**src/hw/rtl/acpc_pkg.sv**
```systemverilog
// ----------------------------------------------------------------------------
// acpc_pkg
// Shared types, opcodes, register indexes and constants for the pill-counting
// 12-hour alarm clock.
// ----------------------------------------------------------------------------
`timescale 1ns / 1ps
`default_nettype none

package acpc_pkg;

  // Event opcodes
  localparam logic [1:0] OP_TICK = 2'd0;
  localparam logic [1:0] OP_ADD  = 2'd1;
  localparam logic [1:0] OP_TAKE = 2'd2;
  localparam logic [1:0] OP_SET  = 2'd3;

  // Config register indexes
  localparam int CFG_IDX_W = 3;
  localparam logic [CFG_IDX_W-1:0] REG_THRESHOLD = 3'd0;
  localparam logic [CFG_IDX_W-1:0] REG_ALM_HOUR  = 3'd1;
  localparam logic [CFG_IDX_W-1:0] REG_ALM_MIN   = 3'd2;
  localparam logic [CFG_IDX_W-1:0] REG_ALM_PM    = 3'd3;
  localparam logic [CFG_IDX_W-1:0] REG_ALM_ARMED = 3'd4;

  localparam int CFG_DATA_W = 20;
  localparam int PILL_W     = 20;

  localparam int ACPC_TICKS_PER_SECOND = 100;

  // Clock limits
  localparam logic [5:0] SEC_LAST  = 6'd59;
  localparam logic [5:0] MIN_LAST  = 6'd59;
  localparam logic [3:0] HOUR_TOP  = 4'd12;
  localparam logic [3:0] HOUR_FLIP = 4'd11;

  // Pill count wraps from this value to one
  localparam logic [PILL_W-1:0] PILL_MAX = 20'd999999;
  localparam logic [PILL_W-1:0] THRESHOLD_RESET = 20'd5;

  // Buzzer pulse windows, in subticks (lower bound in, upper bound out)
  localparam int BEEP_ON_A  = 35;
  localparam int BEEP_OFF_A = 40;
  localparam int BEEP_ON_B  = 45;
  localparam int BEEP_OFF_B = 50;

  typedef struct packed {
    logic [1:0] opcode;
    logic [3:0] set_hour;
    logic [5:0] set_minute;
    logic       set_pm;
  } acpc_in_t;

  typedef struct packed {
    logic [3:0]        hour;
    logic [5:0]        minute;
    logic [5:0]        second;
    logic              pm;
    logic [PILL_W-1:0] pill_count;
    logic              beep_active;
    logic              buzzer;
    logic              alarm_pending;
    logic              no_pills;
  } acpc_out_t;

  // Clock state after an item, plus the buzzer window flag
  typedef struct packed {
    logic [3:0] hour;
    logic [5:0] minute;
    logic [5:0] second;
    logic       pm;
    logic       buzz_window;
  } acpc_time_t;

  // Pill counter state after an item
  typedef struct packed {
    logic [PILL_W-1:0] count;
    logic              empty;
  } acpc_pill_t;

endpackage

`default_nettype wire

```
**src/hw/rtl/alarm_clock_pill_counter.sv**
```systemverilog
// ----------------------------------------------------------------------------
// alarm_clock_pill_counter
// Pill-counting 12-hour alarm clock. Every accepted input word is one event
// (10 ms tick, add pill, take pill, set time) and yields exactly one result
// word holding the clock, pill count and warning state after that event.
// Throughput is one word per cycle unless out_ready stalls it: the event is
// applied to the clock and pill registers in the cycle it is accepted, and
// its result lands in the output register on the same edge. The output
// register is the only stage, so in_ready is high whenever that register is
// empty or being drained this cycle. Config registers (threshold, alarm
// hour/minute/PM, armed) are written through cfg_we/cfg_idx/cfg_wdata, take
// effect on the next event, and should only change while the block is idle;
// indexes past the last register are ignored. The alarm matches at
// hh:mm:00 while armed and latches pending until a take; the buzzer pulses
// in subticks 35-39 and 45-49 of each second while the warning is active.
// ----------------------------------------------------------------------------
`timescale 1ns / 1ps
`default_nettype none

module alarm_clock_pill_counter
  import acpc_pkg::*;
#(
  parameter int TICKS_PER_SECOND = ACPC_TICKS_PER_SECOND
) (
  input  wire logic                  clk,
  input  wire logic                  rst_n,
  // event input
  input  wire logic                  in_valid,
  output      logic                  in_ready,
  input  wire acpc_in_t              in_data,
  // result output
  output      logic                  out_valid,
  input  wire logic                  out_ready,
  output      acpc_out_t             out_data,
  // config writes
  input  wire logic                  cfg_we,
  input  wire logic [CFG_IDX_W-1:0]  cfg_idx,
  input  wire logic [CFG_DATA_W-1:0] cfg_wdata
);

  // Config registers
  logic [PILL_W-1:0] thresh_r;
  logic [3:0]        alm_hour_r;
  logic [5:0]        alm_min_r;
  logic              alm_pm_r;
  logic              alm_armed_r;

  always_ff @(posedge clk) begin
    if (!rst_n) begin
      thresh_r    <= THRESHOLD_RESET;
      alm_hour_r  <= HOUR_TOP;
      alm_min_r   <= '0;
      alm_pm_r    <= 1'b0;
      alm_armed_r <= 1'b0;
    end else if (cfg_we) begin
      unique case (cfg_idx)
        REG_THRESHOLD: thresh_r    <= cfg_wdata[PILL_W-1:0];
        REG_ALM_HOUR:  alm_hour_r  <= cfg_wdata[3:0];
        REG_ALM_MIN:   alm_min_r   <= cfg_wdata[5:0];
        REG_ALM_PM:    alm_pm_r    <= cfg_wdata[0];
        REG_ALM_ARMED: alm_armed_r <= cfg_wdata[0];
        default: ;
      endcase
    end
  end

  // Handshake: the output register frees up as it drains
  logic out_valid_r;
  logic accept;

  assign in_ready = !out_valid_r || out_ready;
  assign accept   = in_valid && in_ready;

  // Event processing units; state advances on accept
  acpc_time_t time_nxt;
  acpc_pill_t pill_nxt;

  acpc_time #(
    .TICKS_PER_SECOND (TICKS_PER_SECOND)
  ) u_time (
    .clk      (clk),
    .rst_n    (rst_n),
    .step_en  (accept),
    .item     (in_data),
    .time_nxt (time_nxt)
  );

  acpc_pill u_pill (
    .clk      (clk),
    .rst_n    (rst_n),
    .step_en  (accept),
    .opcode   (in_data.opcode),
    .pill_nxt (pill_nxt)
  );

  // Alarm match uses the post-event time; a match wins over a take's ack.
  // An out-of-range alarm hour/minute can never equal the clock, so it
  // simply never fires.
  logic pending_r, pending_nxt;
  logic match;
  logic beep;

  assign match = alm_armed_r && (time_nxt.second == '0) &&
                 (time_nxt.minute == alm_min_r) &&
                 (time_nxt.hour == alm_hour_r) &&
                 (time_nxt.pm == alm_pm_r);

  always_comb begin
    if (match) begin
      pending_nxt = 1'b1;
    end else if (in_data.opcode == OP_TAKE) begin
      pending_nxt = 1'b0;
    end else begin
      pending_nxt = pending_r;
    end
  end

  assign beep = (pill_nxt.count < thresh_r) || match || pending_nxt;

  always_ff @(posedge clk) begin
    if (!rst_n) begin
      pending_r <= 1'b0;
    end else if (accept) begin
      pending_r <= pending_nxt;
    end
  end

  // Output register
  acpc_out_t out_data_r;

  always_ff @(posedge clk) begin
    if (!rst_n) begin
      out_valid_r <= 1'b0;
    end else if (accept) begin
      out_valid_r <= 1'b1;
    end else if (out_ready) begin
      out_valid_r <= 1'b0;
    end
  end

  always_ff @(posedge clk) begin
    if (accept) begin
      out_data_r.hour          <= time_nxt.hour;
      out_data_r.minute        <= time_nxt.minute;
      out_data_r.second        <= time_nxt.second;
      out_data_r.pm            <= time_nxt.pm;
      out_data_r.pill_count    <= pill_nxt.count;
      out_data_r.beep_active   <= beep;
      out_data_r.buzzer        <= beep && time_nxt.buzz_window;
      out_data_r.alarm_pending <= pending_nxt;
      out_data_r.no_pills      <= pill_nxt.empty;
    end
  end

  assign out_valid = out_valid_r;
  assign out_data  = out_data_r;

endmodule

`default_nettype wire

```
**src/hw/rtl/acpc_time.sv**
```systemverilog
// ----------------------------------------------------------------------------
// acpc_time
// 12-hour time keeper: subtick, seconds, minutes, hours 1..12 and PM flag.
// ----------------------------------------------------------------------------
`timescale 1ns / 1ps
`default_nettype none

module acpc_time
  import acpc_pkg::*;
#(
  parameter int TICKS_PER_SECOND = ACPC_TICKS_PER_SECOND
) (
  input  wire logic       clk,
  input  wire logic       rst_n,
  input  wire logic       step_en,
  input  wire acpc_in_t   item,
  output acpc_time_t      time_nxt
);

  localparam int SUB_W = $clog2(TICKS_PER_SECOND);
  localparam logic [SUB_W-1:0] SUB_LAST = SUB_W'(TICKS_PER_SECOND - 1);

  logic [SUB_W-1:0] sub_r, sub_nxt;
  logic [5:0]       sec_r, sec_nxt;
  logic [5:0]       min_r, min_nxt;
  logic [3:0]       hour_r, hour_nxt;
  logic             pm_r, pm_nxt;

  always_comb begin
    sub_nxt  = sub_r;
    sec_nxt  = sec_r;
    min_nxt  = min_r;
    hour_nxt = hour_r;
    pm_nxt   = pm_r;
    unique case (item.opcode)
      OP_TICK: begin
        if (sub_r >= SUB_LAST) begin
          sub_nxt = '0;
          if (sec_r >= SEC_LAST) begin
            sec_nxt = '0;
            if (min_r >= MIN_LAST) begin
              min_nxt = '0;
              if (hour_r >= HOUR_TOP) begin
                hour_nxt = 4'd1;
              end else begin
                hour_nxt = hour_r + 4'd1;
                if (hour_r == HOUR_FLIP) begin
                  pm_nxt = ~pm_r;
                end
              end
            end else begin
              min_nxt = min_r + 6'd1;
            end
          end else begin
            sec_nxt = sec_r + 6'd1;
          end
        end else begin
          sub_nxt = sub_r + SUB_W'(1);
        end
      end
      OP_SET: begin
        // out-of-range hour loads 12, out-of-range minute loads 59
        hour_nxt = (item.set_hour == 4'd0 || item.set_hour > HOUR_TOP) ?
                   HOUR_TOP : item.set_hour;
        min_nxt  = (item.set_minute > MIN_LAST) ? MIN_LAST : item.set_minute;
        pm_nxt   = item.set_pm;
        sec_nxt  = '0;
      end
      default: ;
    endcase
  end

  always_ff @(posedge clk) begin
    if (!rst_n) begin
      sub_r  <= '0;
      sec_r  <= '0;
      min_r  <= '0;
      hour_r <= HOUR_TOP;
      pm_r   <= 1'b0;
    end else if (step_en) begin
      sub_r  <= sub_nxt;
      sec_r  <= sec_nxt;
      min_r  <= min_nxt;
      hour_r <= hour_nxt;
      pm_r   <= pm_nxt;
    end
  end

  always_comb begin
    time_nxt.hour        = hour_nxt;
    time_nxt.minute      = min_nxt;
    time_nxt.second      = sec_nxt;
    time_nxt.pm          = pm_nxt;
    time_nxt.buzz_window =
      (sub_nxt >= SUB_W'(BEEP_ON_A) && sub_nxt < SUB_W'(BEEP_OFF_A)) ||
      (sub_nxt >= SUB_W'(BEEP_ON_B) && sub_nxt < SUB_W'(BEEP_OFF_B));
  end

endmodule

`default_nettype wire

```
**src/hw/rtl/acpc_pill.sv**
```systemverilog
// ----------------------------------------------------------------------------
// acpc_pill
// Six-digit pill counter: add wraps 999999 to 1, take holds at zero.
// ----------------------------------------------------------------------------
`timescale 1ns / 1ps
`default_nettype none

module acpc_pill
  import acpc_pkg::*;
(
  input  wire logic       clk,
  input  wire logic       rst_n,
  input  wire logic       step_en,
  input  wire logic [1:0] opcode,
  output acpc_pill_t      pill_nxt
);

  logic [PILL_W-1:0] count_r, count_nxt;
  logic              empty;

  always_comb begin
    count_nxt = count_r;
    empty     = 1'b0;
    unique case (opcode)
      OP_ADD: begin
        count_nxt = (count_r >= PILL_MAX) ? PILL_W'(1) : count_r + PILL_W'(1);
      end
      OP_TAKE: begin
        if (count_r == '0) begin
          empty = 1'b1;
        end else begin
          count_nxt = count_r - PILL_W'(1);
        end
      end
      default: ;
    endcase
  end

  always_ff @(posedge clk) begin
    if (!rst_n) begin
      count_r <= '0;
    end else if (step_en) begin
      count_r <= count_nxt;
    end
  end

  assign pill_nxt.count = count_nxt;
  assign pill_nxt.empty = empty;

endmodule

`default_nettype wire

```
**config.mk**
```make
export PLATFORM = sky130hd
export DESIGN_NAME = alarm_clock_pill_counter
export DESIGN_NICKNAME = d
export VERILOG_FILES = /design/src/hw/rtl/acpc_pkg.sv /design/src/hw/rtl/alarm_clock_pill_counter.sv /design/src/hw/rtl/acpc_time.sv /design/src/hw/rtl/acpc_pill.sv
export SDC_FILE = /design/constraint.sdc
export NUM_CORES = 1
export LEC_CHECK = 0
export BUFFER_PORTS_ARGS = -buffer_cell sky130_fd_sc_hd__buf_4
export CORE_MARGIN = 5
export CORE_UTILIZATION = 58
export DETAILED_ROUTE_END_ITERATION = 10
export PLACE_DENSITY = 0.79
export SETUP_SLACK_MARGIN = 0.2
export SKIP_LAST_GASP = 1
export SYNTH_ARGS = -nofsm -noshare
export SYNTH_HDL_FRONTEND = slang
export SYNTH_SLANG_ARGS = --single-unit
```
**constraint.sdc**
```tcl
create_clock -name clk -period 7.17 [get_ports clk]
set_clock_uncertainty 0.2 [all_clocks]
set_input_delay 0 -clock clk [delete_from_list [all_inputs] [get_ports clk]]
set_output_delay 0 -clock clk [all_outputs]
set_load 0.05 [all_outputs]
```
==> results of run 1 <==
[routing by layer]
layer | wire length [um] | part of all wire (%) | vias to the layer above
met5 | 0 | 0 | -
met4 | 461 | 2.1 | 0
met3 | 2361 | 11 | 51
met2 | 9526 | 44 | 402
met1 | 9522 | 44 | 3431
li1 | - | - | 3513
[cells in the mapped netlist (11+ instances only)]
cell type	instances	area [um^2]
a211oi_1	17	127.6
a21oi_1	71	355.3
a31oi_1	13	81.33
and2_1	11	68.82
and3_1	14	87.58
buf_2	12	60.06
clkbuf_1	45	168.9
dfxtp_1	78	1562
edfxtp_1	41	1231
ha_1	29	362.9
inv_1	49	183.9
mux2i_1	16	160.2
nand2_1	135	506.7
nand3_1	35	175.2
nand4_1	22	137.6
nor2_1	90	337.8
nor3_1	23	115.1
o21ai_0	46	230.2
or3_1	13	81.33
xnor2_1	12	105.1
[logic make-up after synthesis]
family | count (synthesis) | synth area share, %
DFF | 119 | 37.68
AOI/OAI and AO/OA | 243 | 22.27
xor gates and xnor gates | 16 | 1.891
and+or+nand+nor | 383 | 24.97
muxes | 16 | 2.161
adders and majority gates | 29 | 4.896
buffers and inverters | 114 | 6.129
[how the worst min path moves through the flow]
stage / to / slack, ns / cells past startpoint
after floorplan: thresh_r[0]$_SDFFE_PN1P_ / -0.08 / 2
after global placement: alm_hour_r[2]$_SDFFE_PN1P_ / 0.05 / 3
after detailed placement: thresh_r[14]$_SDFFE_PN0P_ / 0.06 / 3
after CTS: out_data[38]$_DFFE_PP_ / 0.01 / 5
after global routing: out_data[33]$_DFFE_PP_ / 0.02 / 5
final: out_data[31]$_DFFE_PP_ / 0.02 / 6
[metrics by stage]
step                      hold WS [ns]  utilization [%]  power [mW]
after floorplan               -0.07584                -       1.100
after global placement         0.04743            63.87       1.223
after detailed placement       0.05662            63.87       1.228
after CTS                      0.01388            71.25       2.051
after global routing           0.02381            71.25       2.135
final                          0.01516            71.25       2.059
[state kept, by name, summed over array words and instances (netlist names)]
name,count
alm_min_r,6
u_time.sub_r,7
thresh_r,20
out_valid,1
u_pill.count_r,20
pending_r,1
alm_armed_r,1
alm_pm_r,1
u_time.sec_r,6
u_time.hour_r,4
alm_hour_r,4
out_data,41
u_time.min_r,6
u_time.pm_r,1
[critical path: cells and delay by family (launching register included)]
| kind | cells | cell delay [ns] |
|---|---|---|
| AO/OA/AOI/OAI | 8 | 2.43 |
| AND/OR/NAND/NOR | 5 | 0.85 |
| adder cells (fa/ha/maj) | 2 | 0.59 |
| flip-flops | 1 | 0.35 |
[final cells by class]
type,instances,share of cell area [%]
well taps,172,2.403
flip-flops and latches,119,31.19
multi-input cells,687,46.50
repair buffers,124,11.40
inverters,52,2.180
clock inverters,11,0.9501
clock buffers,21,5.379
[power breakdown]
part	internal, mW	total [mW]	switching, mW
sequential	0.741	0.775	0.0335
clock	0.485	0.816	0.331
combinational	0.163	0.468	0.305
total	1.39	2.06	0.670
[repair_timing]
action                                 4_1_cts  5_1_grt
endpoints found under the hold margin       58        0
setup endpoints to repair                    0        0
hold buffers                                36        0
==> results.md, run 1 <==
- Endpoints failing setup: 0
- Post-route clock period utilization: 64.04%
- Mapped Area: 0.007411 mm^2
- Non-filler instance count after layout: 1,186
- Slowest cell on crit path: o21ai_1
- Portion of the post-synthesis area used by sequential elements: 37.68%
- Post-Syn Nets: 990
- Port buffer count: 83
- Post-cts sizing count: 0
- FF-to-FF End: out_data[2]$_DFFE_PP_
- Clock sinks: 119
- Layout area overhead: 20.83%
- Setup fix buffers added after clock tree synthesis: 0
- Count of nets after finishing: 1,071
- Placed Cells incl. Taps: 1,118
- Vias after detailed routing: 7,397
- HP Class: input pin to flip-flop
- End point of the critical path: out_data[2]$_DFFE_PP_
- CTS tree: built
- Final count of pins violating max slew: 0
- Routed wire length: 21.87 mm
- Via count of the first global-routing pass: 6,699
- P_leak: 3.454 nW
- Minimum clock period: 4.592 ns
- Global-route met2 utilization: 43.22%
- Worst Path Arrival: 4.66 ns
- Maximum vdd drop: 0.1900 mV
- Crit path largest cell delay: 1.00 ns
- Warning count from the yosys run: 0
- # rows: 41
- Post-synth ARST share: 0%
- Unique masters post-synth: 80
- Ratio of routed vias to standard cells: 6.237
- Number of DRC markers in iteration 0: 925
- Max Buffers Root-to-Sink: 2
- Slew at the pin with the worst max-slew slack: 1.278 ns
- Die Span X: 123.0 um
- Total clock buffers created by CTS: 17
- Maximum achievable frequency: 0.2178 GHz
- Summed area of non-filler cells in the final layout: 0.008955 mm^2
- Leftover overflow at the end of global routing: 0
- Clock latency on the worst-skew pair: 0.43 ns
- M1 GR Usage: 42.46%
- Result of the run: complete, no violations
- H-tree levels: 4
- List of cells traversed by the critical path: ha_1 > and3_1 > nand3_1 > a21oi_1 > o21ai_1 > nand2_1 > a41oi_1 > ha_1 > nor2b_1 > o21ai_0 > a21oi_1 > nor3_1 > o21ai_0 > a41o_1 > a211oi_2
- Worst Hold Launch: in_data[1]
- Final setup slack of the worst path: 2.578 ns
- Clock-pin slew reported for the worst setup and hold paths after clock tree synthesis: 0.06 ns
- Worst slew margin relative to its limit: 14.24%
- Layout fillers: 981
- Data required time at the worst endpoint: 7.24 ns
- Number of detailed-routing iterations run before antenna repair: 6
- Top flip-flop cell by instance count after synthesis: dfxtp_1
- Core footprint: 0.01257 mm^2
- Setup slack on the worst flop-to-flop path: 2.58 ns
- Number of maximum-capacitance violations: 0
- Antenna Diode Count: 0
- Detail Route Antenna Nets: 0
- Commonest non-fill, non-tap cell in the layout: nand2_1
- Highest net fanout along the worst path: 16
- Depth of the most critical reg-to-reg path: 15
- Die area: 0.01514 mm^2
- Synthesized netlist cell count: 920
- Residual DRC: 0
- Type of the setup path with the least slack: flip-flop to flip-flop
- Highest-count cells in the layout ignoring fill and taps: nand2_1, nor2_1, buf_4, dfxtp_1, a21oi_1
- Launch point of the worst path: u_pill.count_r[0]$_SDFFE_PN0P_
- Critical path launch point type: flip-flop
- Chip Height: 123.0 um
- Number of enable-type register cells in the synthesized netlist: 41
- Element type at the critical path end: flip-flop
- Multi-input combinational cell area: 0.004164 mm^2
- Final GP Congestion: 0.9974
- Root buffer cell: clkbuf_16
- Num ports: 84
- Final-layout setup total negative slack: 0 ns
- Number of synthesized register bits: 119
- Sum of net half-perimeters after detailed placement: 14.59 mm
- Share of layout cells above drive strength 1: 14.20%
- Largest net degree at the start of global routing: 84
- Wire length of the first global-routing pass: 34.82 mm
- Setup repair after global routing missed its margin: false
- Initial standard-cell utilization of the core: 58.96%
- Final hold vios: 0
- Launching point of the worst reg2reg path: u_pill.count_r[0]$_SDFFE_PN0P_
- Setup Slack @ Placement: 2.747 ns
- Antenna violations before repair: 0
- Busiest metal layer after global routing: met2
- P per Cell Area: 229.9 mW/mm^2
- Average size of a mapped cell: 8.055 um^2
- Flip-flop and latch area: 0.002793 mm^2
- Overall Global Routing Usage: 29.52%
- Routed WL per cell: 18.44 um
- Area after DPL: 0.008028 mm^2
- Grt met3 use: 8.554%
No activity file was read; power rests on OpenSTA's default activity.
==> inputs of run 2 (changes only) <==
==> constraint.sdc (replaced) <==
create_clock -name clk -period 4.7 [get_ports clk]
set_clock_uncertainty 0.2 [all_clocks]
set_input_delay 0 -clock clk [delete_from_list [all_inputs] [get_ports clk]]
set_output_delay 0 -clock clk [all_outputs]
set_load 0.05 [all_outputs]
==> run 2 against run 1 <==
Net effect: clock power rose by 61%; critical path depth grew 2; core utilization up 1.1 points; final area is 1.6% higher; hold slack gained 0.0052 ns; register-to-register slack worse by 2.2 ns; critical path type unchanged.
==> results.md, run 2 (synthesized netlist as in run 1, its figures left out) <==
- Element type at the critical path end: flip-flop (unchanged)
- Maximum achievable frequency: 0.2335 GHz (was 0.2178 GHz)
- Max Buffers Root-to-Sink: 2 (unchanged)
- Type of the setup path with the least slack: flip-flop to flip-flop (unchanged)
- Die area: 0.01514 mm^2 (unchanged)
- Setup repair after global routing missed its margin: false (unchanged)
- Share of layout cells above drive strength 1: 15.66% (was 14.20%)
- Setup Slack @ Placement: 0.3209 ns (was 2.747 ns)
- Vias after detailed routing: 7,544 (was 7,397)
- Final hold vios: 0 (unchanged)
- Result of the run: complete, no violations (unchanged)
- Root buffer cell: clkbuf_16 (unchanged)
- CTS tree: built (unchanged)
- Final GP Congestion: 0.9548 (was 0.9974)
- Launching point of the worst reg2reg path: u_pill.count_r[0]$_SDFFE_PN0P_ (unchanged)
- Overall Global Routing Usage: 30.71% (was 29.52%)
- H-tree levels: 4 (unchanged)
- Summed area of non-filler cells in the final layout: 0.009094 mm^2 (was 0.008955 mm^2)
- # rows: 41 (unchanged)
- Largest register FFs: 41 (unchanged)
- Num ports: 84 (unchanged)
- Critical path launch point type: flip-flop (unchanged)
- Layout area overhead: 22.71% (was 20.83%)
- Launch point of the worst path: u_pill.count_r[0]$_SDFFE_PN0P_ (unchanged)
- Number of detailed-routing iterations run before antenna repair: 5 (was 6)
- Minimum clock period: 4.284 ns (was 4.592 ns)
- Routed WL per cell: 19.14 um (was 18.44 um)
- Setup slack on the worst flop-to-flop path: 0.42 ns (was 2.58 ns)
- Die Span X: 123.0 um (unchanged)
- Highest-count cells in the layout ignoring fill and taps: nand2_1, buf_4, nor2_1, dfxtp_1, a21oi_1 (was nand2_1, nor2_1, buf_4, dfxtp_1, a21oi_1)
- Leftover overflow at the end of global routing: 0 (unchanged)
- HP Class: input pin to flip-flop (unchanged)
- Final-layout setup total negative slack: 0 ns (unchanged)
- Total clock buffers created by CTS: 17 (unchanged)
- Slew at the pin with the worst max-slew slack: 1.009 ns (was 1.278 ns)
- FF-to-FF End: out_data[2]$_DFFE_PP_ (unchanged)
- Port buffer count: 83 (unchanged)
- Antenna Diode Count: 0 (unchanged)
- Endpoints failing setup: 0 (unchanged)
- Highest net fanout along the worst path: 6 (was 16)
- Clock latency on the worst-skew pair: 0.43 ns (about the same)
- Clock sinks: 119 (unchanged)
- Residual DRC: 0 (unchanged)
- Ratio of routed vias to standard cells: 6.318 (was 6.237)
- Worst Path Arrival: 4.35 ns (was 4.66 ns)
- Number of maximum-capacitance violations: 0 (unchanged)
- Wire length of the first global-routing pass: 36.06 mm (was 34.82 mm)
- Post-route clock period utilization: 91.14% (was 64.04%)
- Number of DRC markers in iteration 0: 979 (was 925)
- Final setup slack of the worst path: 0.4165 ns (was 2.578 ns)
- Commonest non-fill, non-tap cell in the layout: nand2_1 (unchanged)
- Initial standard-cell utilization of the core: 58.96% (unchanged)
- Data required time at the worst endpoint: 4.77 ns (was 7.24 ns)
- Antenna violations before repair: 1 (was 0)
- Sum of net half-perimeters after detailed placement: 15.12 mm (was 14.59 mm)
- Via count of the first global-routing pass: 6,795 (was 6,699)
- Overall power consumption: 3.244 mW (was 2.059 mW)
- Clock-pin slew reported for the worst setup and hold paths after clock tree synthesis: 0.06 ns (about the same)
- End point of the critical path: out_data[2]$_DFFE_PP_ (unchanged)
- Core occupancy in the finished layout: 72.35% (was 71.25%)
- Chip Height: 123.0 um (unchanged)
- Routed wire length: 22.86 mm (was 21.87 mm)
- Maximum vdd drop: 0.2624 mV (was 0.1900 mV)
- P_leak: 3.511 nW (was 3.454 nW)
- Detail Route Antenna Nets: 0 (unchanged)
- Core footprint: 0.01257 mm^2 (unchanged)
- Count of nets after finishing: 1,079 (was 1,071)
- Worst slew margin relative to its limit: 32.72% (was 14.24%)
- Final count of pins violating max slew: 0 (unchanged)
- Depth of the most critical reg-to-reg path: 17 (was 15)
- P per Cell Area: 356.7 mW/mm^2 (was 229.9 mW/mm^2)
- Largest net degree at the start of global routing: 84 (unchanged)
- Area after DPL: 0.008085 mm^2 (was 0.008028 mm^2)
-- run 2: changes by cell type in the layout (fill, tap and decap cells not counted), sizes merged --
cell         previous run  this run
buf                    88        95
inv                    56        60
clkbuf                 21        18
clkinv                  6         4
bufinv                  0         1
dlygate4sd3            36        37
-- run 2: worst min path at each step --
stage,from,endpoint,slack [ns],depth (start not counted)
6_report,in_data[3],out_data[33]$_DFFE_PP_,0.02,5
5_1_grt,in_data[3],out_data[33]$_DFFE_PP_,0.02,5
4_1_cts,in_data[3],out_data[33]$_DFFE_PP_,0.0002,5
3_5_place_dp,cfg_wdata[4],alm_min_r[4]$_SDFFE_PN0P_,0.05,3
3_3_place_gp,cfg_wdata[2],alm_hour_r[2]$_SDFFE_PN1P_,0.05,3
2_1_floorplan,cfg_wdata[0],thresh_r[0]$_SDFFE_PN1P_,-0.08,2
-- run 2: critical path: stages (launching register included) --
cell and delay (ns):
dfxtp_2 0.34, inv_1 0.11, ha_1 0.25, nor2b_1 0.20, nand4_1 0.26, or3_1 0.49, or2_2 0.32, o22ai_1 0.20
a21oi_1 0.11, a41oi_2 0.23, ha_1 0.29, nor2b_1 0.13, o21ai_0 0.16, a21oi_1 0.08, nor3_1 0.12, o21ai_0 0.14
a41o_1 0.26, a211oi_2 0.22
-- run 2: area by class of cell --
type	instances	area, um^2
tap	172	215.2
fill	945	3475
inverter	52	195.2
sequential	119	2794
clock inverter	14	135.1
timing repair buffer	132	1096
clock buffer	18	450.4
multi-input combinational	687	4208
-- run 2: timing repair --
item | in CTS | in global routing
hold buffers | 37 | 0
resized for setup | 0 | 11
setup endpoints to repair | 0 | 2
endpoints found under the hold margin | 54 | 0
buffers inserted | 0 | 1
-- run 2: report_power, final --
group / total [mW] / switching [mW] / leakage (nW) / internal, mW
combinational: 0.752 / 0.484 / 2.17 / 0.268
clock: 1.31 / 0.536 / 0.290 / 0.771
sequential: 1.19 / 0.0541 / 1.05 / 1.13
-- run 2: per-stage QoR --
stage	std cells	hold slack (ns)
after floorplan	920	-0.07584
after global placement	1124	0.04554
after detailed placement	1124	0.05448
after CTS	1193	0.0001869
after global routing	1194	0.02125
final	1194	0.02040
-- run 2: routing by layer --
layer | share of wire (%) | vias up | routed length (um) | track usage (%)
li1 | - | 3535 | - | -
met1 | 44 | 3505 | 9957 | 44.15
met2 | 43 | 452 | 9881 | 45.13
met3 | 11 | 50 | 2535 | 8.600
met4 | 2.0 | 2 | 467 | 9.135
met5 | 0.053 | - | 12 | 0
